<file path="config.mk">
export PLATFORM = sky130hd
export DESIGN_NAME = big5_stream_to_font_address
export DESIGN_NICKNAME = d
export VERILOG_FILES = /design/src/rtl/b5fa_pkg.sv /design/src/rtl/b5fa_decode.sv /design/src/rtl/big5_stream_to_font_address.sv
export SDC_FILE = /design/constraint.sdc
export NUM_CORES = 1
export LEC_CHECK = 0
export BUFFER_PORTS_ARGS = -buffer_cell sky130_fd_sc_hd__buf_2
export CAP_MARGIN = 30
export CORE_ASPECT_RATIO = 1.1
export CORE_MARGIN = 1
export CORE_UTILIZATION = 50
export CTS_CLUSTER_SIZE = 28
export DETAILED_ROUTE_END_ITERATION = 16
export PLACE_DENSITY = 0.65
export SLEW_MARGIN = 20
export SYNTH_ARGS = -nofsm -noshare
export SYNTH_HDL_FRONTEND = slang
export SYNTH_SLANG_ARGS = --single-unit
</file>
<file path="constraint.sdc">
create_clock -name clk -period 40 [get_ports clk]
set_clock_uncertainty 0.2 [all_clocks]
set_input_delay 4 -clock clk [delete_from_list [all_inputs] [get_ports clk]]
set_output_delay 4 -clock clk [all_outputs]
set_load 0.05 [all_outputs]
</file>
<file path="src/rtl/b5fa_pkg.sv">
// Shared types and constants for the Big5 text stream to font address block.
package b5fa_pkg;

  // Payload of one incoming text item.
  typedef struct packed {
    logic [7:0] text_byte;
    logic       end_of_text;
  } text_item_t;

  // Payload of one glyph item.
  typedef struct packed {
    logic        glyph_kind;
    logic [15:0] serial_number;
    logic [2:0]  font_select;
    logic [18:0] byte_offset;
    logic [7:0]  glyph_code;
    logic        final_glyph;
  } glyph_item_t;

  // Decoder result for one text item: up to two glyphs and the next lead state.
  typedef struct packed {
    logic [1:0]  count;
    glyph_item_t first;
    glyph_item_t second;
    logic        held_next;
  } decode_t;

  localparam logic GLYPH_ASCII = 1'b0;
  localparam logic GLYPH_BIG5  = 1'b1;

  localparam logic [2:0] FONT_ASCII    = 3'd0;
  localparam logic [2:0] FONT_SUPPLEM  = 3'd1;
  localparam logic [2:0] FONT_SPECIAL  = 3'd2;
  localparam logic [2:0] FONT_STANDARD = 3'd3;
  localparam logic [2:0] FONT_NONE     = 3'd4;

  localparam logic [15:0] SERIAL_ROW   = 16'h009d;
  localparam logic [15:0] BASE_SUPPLEM = 16'h8001;
  localparam logic [15:0] BASE_SPECIAL = 16'h8400;
  localparam logic [15:0] BASE_STANDARD = 16'h8800;
  localparam logic [15:0] BASE_EXTRA   = 16'h805f;
  localparam logic [15:0] BASE_HIGH    = 16'h9d19;
  localparam logic [15:0] LAST_SUPPLEM = 16'h816d;
  localparam logic [15:0] LAST_SPECIAL = 16'h8597;
  localparam logic [15:0] LAST_STANDARD = 16'hbb25;
  localparam logic [7:0]  TRAIL_SKIP   = 8'h3f;

  localparam logic [18:0] GLYPH_BYTES = 19'd30;
  localparam logic [18:0] ASCII_BYTES = 19'd15;

endpackage

</file>
<file path="src/rtl/b5fa_decode.sv">
// Pairs a held lead byte with the next byte and builds the resulting glyph items.
module b5fa_decode (
  input  logic                   lead_held,
  input  logic [7:0]             lead_value,
  input  b5fa_pkg::text_item_t   item,
  output b5fa_pkg::decode_t      result
);
  import b5fa_pkg::*;

  logic [7:0]  hi;
  logic [7:0]  lo;
  logic        supp_pair;
  logic        lead_ok;
  logic        trail_ok;
  logic        pair_ok;
  logic [15:0] row_base;
  logic [7:0]  lead_first;
  logic [5:0]  row;
  logic [7:0]  col;
  logic [15:0] serial;
  logic [15:0] store_base;
  logic [2:0]  font;
  logic [15:0] diff;
  glyph_item_t big5_glyph;
  glyph_item_t lead_ascii;
  glyph_item_t byte_ascii;

  assign hi = lead_value;
  assign lo = item.text_byte;

  always_comb begin
    supp_pair = (hi == 8'hc6) && (lo >= 8'ha1) && (lo <= 8'hfe);

    lead_ok    = 1'b1;
    row_base   = BASE_SPECIAL;
    lead_first = 8'ha1;
    priority if (hi >= 8'ha1 && hi <= 8'ha3) begin
      row_base = BASE_SPECIAL;  lead_first = 8'ha1;
    end else if (hi >= 8'ha4 && hi <= 8'hc6) begin
      row_base = BASE_STANDARD; lead_first = 8'ha4;
    end else if (hi >= 8'hc7 && hi <= 8'hc8) begin
      row_base = BASE_EXTRA;    lead_first = 8'hc7;
    end else if (hi >= 8'hc9 && hi <= 8'hf9) begin
      row_base = BASE_HIGH;     lead_first = 8'hc9;
    end else begin
      lead_ok = 1'b0;
    end
    row = 6'(hi - lead_first);

    trail_ok = 1'b1;
    priority if (lo >= 8'h40 && lo <= 8'h7e) begin
      col = lo - 8'h40;
    end else if (lo >= 8'ha1 && lo <= 8'hfe) begin
      col = lo - 8'ha1 + TRAIL_SKIP;
    end else begin
      col      = 8'd0;
      trail_ok = 1'b0;
    end

    if (supp_pair) begin
      serial = BASE_SUPPLEM + 16'(lo - 8'ha1);
    end else begin
      serial = row_base + 16'(row) * SERIAL_ROW + 16'(col);
    end
    pair_ok = lead_held && (supp_pair || (lead_ok && trail_ok));

    // Each font store covers its own serial window.
    priority if (serial >= BASE_SUPPLEM && serial <= LAST_SUPPLEM) begin
      font = FONT_SUPPLEM;  store_base = BASE_SUPPLEM;
    end else if (serial >= BASE_SPECIAL && serial <= LAST_SPECIAL) begin
      font = FONT_SPECIAL;  store_base = BASE_SPECIAL;
    end else if (serial >= BASE_STANDARD && serial <= LAST_STANDARD) begin
      font = FONT_STANDARD; store_base = BASE_STANDARD;
    end else begin
      font = FONT_NONE;     store_base = serial;
    end
    diff = serial - store_base;

    big5_glyph.glyph_kind    = GLYPH_BIG5;
    big5_glyph.serial_number = serial;
    big5_glyph.font_select   = font;
    big5_glyph.byte_offset   = 19'(diff) * GLYPH_BYTES;
    big5_glyph.glyph_code    = hi;
    big5_glyph.final_glyph   = item.end_of_text;

    lead_ascii.glyph_kind    = GLYPH_ASCII;
    lead_ascii.serial_number = 16'd0;
    lead_ascii.font_select   = FONT_ASCII;
    lead_ascii.byte_offset   = 19'(hi) * ASCII_BYTES;
    lead_ascii.glyph_code    = hi;
    lead_ascii.final_glyph   = 1'b0;

    byte_ascii.glyph_kind    = GLYPH_ASCII;
    byte_ascii.serial_number = 16'd0;
    byte_ascii.font_select   = FONT_ASCII;
    byte_ascii.byte_offset   = 19'(lo) * ASCII_BYTES;
    byte_ascii.glyph_code    = lo;
    byte_ascii.final_glyph   = 1'b1;

    result.second = byte_ascii;
    if (pair_ok) begin
      result.count     = 2'd1;
      result.first     = big5_glyph;
      result.held_next = 1'b0;
    end else begin
      // A failed pair flushes the held byte; a final byte goes out at once.
      result.count     = 2'({1'b0, lead_held}) + 2'({1'b0, item.end_of_text});
      result.first     = lead_held ? lead_ascii : byte_ascii;
      result.held_next = ~item.end_of_text;
    end
  end

endmodule

</file>
<file path="src/rtl/big5_stream_to_font_address.sv">
// Top level: Big5/ASCII byte stream to ETen font glyph address items.
//
// Channel  Direction  Handshake                  Payload
// text     in         text_valid / text_ready    text_item  (text_byte, end_of_text)
// glyph    out        glyph_valid / glyph_ready  glyph_item (kind, serial, font, offset,
//                                                            code, final)
//
// Each accepted text item is first captured in an input register. The decoder
// then pairs it with the held lead byte and, once the item retires, writes zero,
// one or two glyph items into a two-entry output queue whose head is the output;
// a glyph passes the input register, then the queue. One text item is taken
// per cycle as long as the queue, after this cycle's pop, has room for all the
// glyphs of the item in the input register. A full queue that is not popped
// stalls any item that makes a glyph, and a failed pair that must emit two
// glyphs waits until the queue drains to empty. Synchronous reset empties both
// stages and drops any held lead byte.
module big5_stream_to_font_address (
  input  logic                     clk,
  input  logic                     rst,
  input  logic                     text_valid,
  output logic                     text_ready,
  input  b5fa_pkg::text_item_t     text_item,
  output logic                     glyph_valid,
  input  logic                     glyph_ready,
  output b5fa_pkg::glyph_item_t    glyph_item
);
  import b5fa_pkg::*;

  // Input register holding the item waiting to be decoded.
  text_item_t  stage_item;
  logic        stage_valid;

  // Lead byte state that carries across items.
  logic        lead_held;
  logic [7:0]  lead_value;

  // Two-entry output queue; entry 0 is the head shown on the output.
  glyph_item_t queue [2];
  glyph_item_t queue_next [2];
  logic [1:0]  queue_count;
  logic [1:0]  count_after_pop;
  logic [1:0]  queue_count_next;

  decode_t     dec;
  logic        pop;
  logic        retire;
  logic        accept;

  b5fa_decode u_decode (
    .lead_held  (lead_held),
    .lead_value (lead_value),
    .item       (stage_item),
    .result     (dec)
  );

  assign glyph_valid = (queue_count != 2'd0);
  assign glyph_item  = queue[0];
  assign pop         = glyph_valid && glyph_ready;

  // The staged item retires only when all of its glyphs fit in the queue.
  assign count_after_pop = queue_count - 2'({1'b0, pop});
  assign retire = stage_valid && ((2'd2 - count_after_pop) >= dec.count);
  assign text_ready = !stage_valid || retire;
  assign accept     = text_valid && text_ready;

  assign queue_count_next = retire ? count_after_pop + dec.count : count_after_pop;

  // The queue shifts on a pop, then new glyphs land behind what is left.
  always_comb begin
    queue_next[0] = pop ? queue[1] : queue[0];
    queue_next[1] = queue[1];
    if (retire && dec.count != 2'd0) begin
      queue_next[count_after_pop[0]] = dec.first;
    end
    if (retire && dec.count == 2'd2) begin
      queue_next[1] = dec.second;
    end
  end

  always_ff @(posedge clk) begin
    if (rst) begin
      stage_valid <= 1'b0;
      lead_held   <= 1'b0;
      lead_value  <= 8'd0;
      queue_count <= 2'd0;
    end else begin
      if (accept) begin
        stage_valid <= 1'b1;
      end else if (retire) begin
        stage_valid <= 1'b0;
      end
      if (retire) begin
        lead_held  <= dec.held_next;
        lead_value <= dec.held_next ? stage_item.text_byte : 8'd0;
      end
      queue_count <= queue_count_next;
    end
  end

  // Payload registers.
  always_ff @(posedge clk) begin
    if (accept) begin
      stage_item <= text_item;
    end
    queue[0] <= queue_next[0];
    queue[1] <= queue_next[1];
  end

endmodule
</file>
* Word level (Yosys, flattened, before mapping)
Memory sizes are Yosys's and may differ from the RTL's.
Cells that the tools add are included.
** Cells by class
- $lt $le $gt $ge :: 21
- Eq/ne operators :: 2
- $add $sub $neg :: 13
- Muxes and demuxes :: 36
- Reductions and logical operators :: 25
- Multipliers :: 4
- Bitwise logic cells :: 2
** Operator list (number)
- 2-to-1 mux 48 bit :: 3
- 2-to-1 mux 16 bit :: 7
- bitwise mux 96 bit :: 1
- 2-to-1 mux 96 bit :: 1
- 2-to-1 mux 50 bit :: 1
- demux 48 bit (select 1 bit) :: 1
- greater-or-equal comparator 16 bit (second input constant) :: 3
- <= comparator 16 bit (second input constant) :: 3
- greater-or-equal comparator 8 bit (second input constant) :: 5
- <= comparator 8 bit (second input constant) :: 5
- multiplier 8 x 4 -> 12 bit (second input constant) :: 2
- 2-to-1 mux 6 bit :: 4
- 2-to-1 mux 8 bit :: 3
- 2-to-1 mux 21 bit :: 1
- logical AND 1 bit :: 19
- multiplier 16 x 4 -> 18 bit (second input constant) :: 1
- adder 16 x 14 -> 16 bit :: 1
- adder 16 bit (first input constant) :: 1
- adder 16 x 8 -> 16 bit :: 1
- subtractor 16 bit :: 1
- multiplier 6 x 8 -> 14 bit (second input constant) :: 1
- 2-to-1 mux 13 bit :: 1
- 2-to-1 mux 1 bit :: 9
- 2-to-1 mux 3 bit :: 3
- other kinds (22) :: 25
** Storage, ports and cells
- Logic and storage cells :: 110
- Bits in writable memories :: 96
- Input port bits :: 13
- Memories kept :: 1
- Output and inout port bits :: 50
- Flip-flop bits (word level) :: 21
** Memory list
- queue :: words 2, bits a word 48, rd ports 2, clocked after memory_dff 0, write ports 2, RTL line big5_stream_to_font_address.sv:38 : glyph_item_t queue [2];

* Longest topological paths before layout
- Depth after elaboration :: 24
- Mapped depth :: 55
- Mapped depth without buffers :: 55

* By module
Synthesis repeated with hierarchy kept, for this count alone.
** Unflattened totals
- Cells, all modules :: 1441
- Area, all modules :: 13255.2 µm²
** Modules (own cells, without submodules)
- b5fa_decode :: cells an instance 996, area each 7777.5 µm², sequential area each 0.0 µm², instances 1
- big5_stream_to_font_address :: cells an instance 445, area each 5477.8 µm², sequential area each 2912.8 µm², instances 1

* Worst setup path before layout
Ideal clock, no wire load.
- Path kind :: register -> register
- Start point :: register lead_value[3]
- End point :: memory queue[0][75] in the netlist's numbering
- Clock period less this slack :: 12.897 ns
- Path buffers :: 1
- Stages on the path, launching flop included :: 49
- Arrival :: 12.571 ns
- Data required time :: 39.674 ns
- Setup slack :: 27.103 ns
- Library setup time :: 0.126 ns
- Path through :: dfxtp_1 -> inv_1 -> ha_1 -> nand4b_1 -> o21ai_0 -> o21ai_0 -> nand3_1 -> ha_1 -> a21o_1 -> a21o_1 -> a211oi_1 -> xnor2_1 -> xnor2_1 -> fa_1 -> fa_1 -> fa_1 -> inv_1 -> fa_1 -> (+13 left out) -> nor2b_1 -> o21ai_0 -> a21boi_0 -> o21ai_0 -> a211oi_1 -> o211ai_1 -> a21boi_0 -> nor4_1 -> a311oi_1 -> fa_1 -> fa_1 -> inv_1 -> ha_1 -> and3_1 -> a211o_1 -> a21oi_1 -> xnor2_1 -> o21ai_0
** RTL lines
- from (decl) :: RTL line big5_stream_to_font_address.sv:35 : logic [7:0] lead_value;
- from (signal assigned) :: RTL line big5_stream_to_font_address.sv:94 : lead_value <= dec.held_next ? stage_item.text_byte : 8'd0;
- to (decl) :: RTL line big5_stream_to_font_address.sv:38

==> flow_metrics.tcl <==
set metrics [dict create \
    start_util 0.511 \
    syn-cell-area_sq_mm 0.0125 \
    min_period_ns 14.39 \
    yosys_warnings 0 \
    die_w_um 153 \
    grt_util_all_layers 0.252 \
    path_common_cell "fa_1" \
    cts_buffers 17 \
    ant_nets 0 \
    rsz0062_at_grt "no" \
    worst_setup_path_end_kind "register" \
    clock_path_buffers 2 \
    layout-drive-gt1-share 0.103 \
    viasPerCell 5.86 \
    hold_buffers 0 \
    cts_resized 0 \
    tightest_slew_ns 0.912 \
    core_area_sq_mm 0.0245 \
    cp_max_fo 16 \
    synthArstFlopShare 0 \
    dr.pass1.iters 5 \
    nets 1667 \
    synth_area_per_cell_sq_um 8.70 \
    clock-sinks 117 \
    grt_pass1_vias 9901 \
    finalHoldViolCount 0 \
    antenna_found_initial 0 \
    slowest_stage "a311oi_1" \
    max_freq_mhz 69.5 \
    hpwl_um 24200 \
    die_area_sq_mm 0.0257 \
    wl_per_cell_um 18.2 \
    crit_arrival_ns 14.46 \
    synth_edf_count 29 \
    drc 0 \
    synth_flop_cell "dfxtp_1" \
    drv_cap 0 \
    critical_path_class "register to register" \
    final_max_slew_viol_count 0 \
    wl_um 31900 \
    clk_latency_ns 0.44 \
    fp.dieH_um 168 \
    grt.overflow.total 0 \
    postCtsSetupRepairBufs 0 \
    tns_ns 0 \
    ys_seq_elements 117 \
    cts.htree.levels 4 \
    status "finished, final reports clean" \
    syn-num-nets 1675 \
    grt_start_max_net_pins 92 \
    synth_cells 1442 \
    first_iter_violations 626 \
    diodes 0 \
    routed-via-count 10290 \
    syn_to_final_growth_pct 6.08 \
    hold_class "register to register" \
    finalCritPeriodShare 0.360 \
    setup_violations 0 \
    seq_area_frac_synth 0.210 \
    synth_cell_types 84 \
    gp_congestion 0.909 \
    io_pins 63 \
    root_buffer "clkbuf_16" \
    cts.clk_slew.worst_paths_ns 0.07 \
    row_count 60 \
    slew_headroom 0.392 \
    critPathLaunchType "register" \
    grt_pass1_wl_um 51100 \
    portBuffers 62 \
    cts_tree "yes" \
    worstPathRequired_ns 40.07 \
    max_stage_delay_ns 0.69 \
]
[cell usage in the layout, fill, tap and decap left out, types with 14 or more instances in the layout]
| cell type | instances |
|---|---|
| inv_1 | 152 |
| ha_1 | 150 |
| nand2_1 | 100 |
| o21ai_0 | 91 |
| a21oi_1 | 90 |
| dfxtp_1 | 88 |
| fa_1 | 70 |
| buf_2 | 62 |
| nor2_1 | 54 |
| mux2i_1 | 54 |
| nand3_1 | 51 |
| xnor2_1 | 50 |
| edfxtp_1 | 29 |
| a211oi_1 | 28 |
| and2_1 | 24 |
| nor3_1 | 24 |
| xor2_1 | 24 |
| o22ai_1 | 17 |
| clkbuf_16 | 17 |
| nor2b_1 | 16 |
| a21o_1 | 15 |
| or2_2 | 14 |
| or3_1 | 14 |
[per-layer routing]
metal  track usage  share of wire  wire [um]
met1         0.323           0.45      14300
met2         0.427           0.47      15100
met3        0.0324          0.048       1530
met4         0.109          0.030        958
met5             0              0          0
[worst max-delay path: cells and delay by family, from the launching register on]
family | cells | cell delay (ns)
AND/OR/NAND/NOR | 9 | 2.45
XOR/XNOR | 3 | 0.76
flip-flops | 1 | 0.66
buffers and inverters | 4 | 0.36
AO/OA/AOI/OAI | 19 | 4.83
adder cells (fa/ha/maj) | 11 | 4.94
[final cells by class]
| type | count | area (sq um) |
|---|---|---|
| sequential | 117 | 2630 |
| clock inverter | 15 | 150 |
| fill | 2318 | 11200 |
| inverter | 152 | 571 |
| multi-input combinational | 1072 | 8740 |
| timing repair buffer | 74 | 400 |
| tap | 310 | 388 |
| clock buffer | 17 | 425 |
[cell families after synthesis]
| family | synth area share |
|---|---|
| buffers and inverters | 0.0945 |
| and+or+nand+nor | 0.146 |
| adders and majority gates | 0.263 |
| muxes | 0.0476 |
| AOI/OAI and AO/OA | 0.185 |
| DFF | 0.210 |
| xor gates and xnor gates | 0.0535 |
[final timing paths]
| check | start | to | slack [ns] | cells after the start |
|---|---|---|---|---|
| worst min register to register | queue[0][95] | queue[0][95] | 0.24 | 2 |
| worst max-delay path | lead_value[5] | queue[0][27] | 25.61 | 46 |
| worst min-delay path | queue[0][95] | queue[0][95] | 0.24 | 2 |
| worst max register to register | lead_value[5] | queue[0][27] | 25.61 | 46 |
[stage by stage]
stage | area [sq um] | instances | utilization | hold slack (ns) | setup WS [ns]
4_1_cts | 13300 | 1757 | 0.542 | 0.245 | 25.66
2_1_floorplan | 12500 | 1442 | - | 0.221 | 27.10
3_3_place_gp | 12700 | 1725 | 0.518 | 0.230 | 26.16
5_1_grt | 13300 | 1757 | 0.542 | 0.274 | 24.40
3_5_place_dp | 12700 | 1725 | 0.518 | 0.234 | 25.71
6_report | 13300 | 1757 | 0.542 | 0.244 | 25.61
[cells in the mapped netlist (all sizes together) (4+ instances only)]
master | instances | share of area
inv | 152 | 0.045
ha | 150 | 0.15
nand2 | 101 | 0.030
o21ai | 93 | 0.037
a21oi | 90 | 0.036
dfxtp | 88 | 0.14
fa | 70 | 0.11
buf | 56 | 0.034
mux2i | 54 | 0.043
nor2 | 54 | 0.016
nand3 | 51 | 0.020
xnor2 | 50 | 0.035
clkbuf | 45 | 0.015
edfxtp | 29 | 0.069
a211oi | 28 | 0.017
nor3 | 26 | 0.010
and2 | 24 | 0.012
xor2 | 24 | 0.017
a21o | 17 | 0.010
o22ai | 17 | 0.0085
nor2b | 16 | 0.0080
or2 | 14 | 0.0070
or3 | 14 | 0.0070
nand2b | 12 | 0.0060
a22o | 11 | 0.0078
o211ai | 11 | 0.0066
a22oi | 10 | 0.0071
and3 | 10 | 0.0051
nand4 | 10 | 0.0050
o31ai | 10 | 0.0060
a21boi | 9 | 0.0054
nor4 | 9 | 0.0055
a31oi | 8 | 0.0040
o21a | 8 | 0.0048
a211o | 6 | 0.0042
a311oi | 5 | 0.0035
mux2 | 5 | 0.0045
a2111oi | 4 | 0.0048
or4b | 4 | 0.0035
[flip-flops by register name, indices dropped and copies added, names as in the netlist]
name and cells:
queue 96, queue_count 2, stage_item 9, lead_held 1, lead_value 8, stage_valid 1
Power is left out: the tool's default activity adds up to more than one toggle a clock period on the data nets, which glitch-free logic cannot reach.
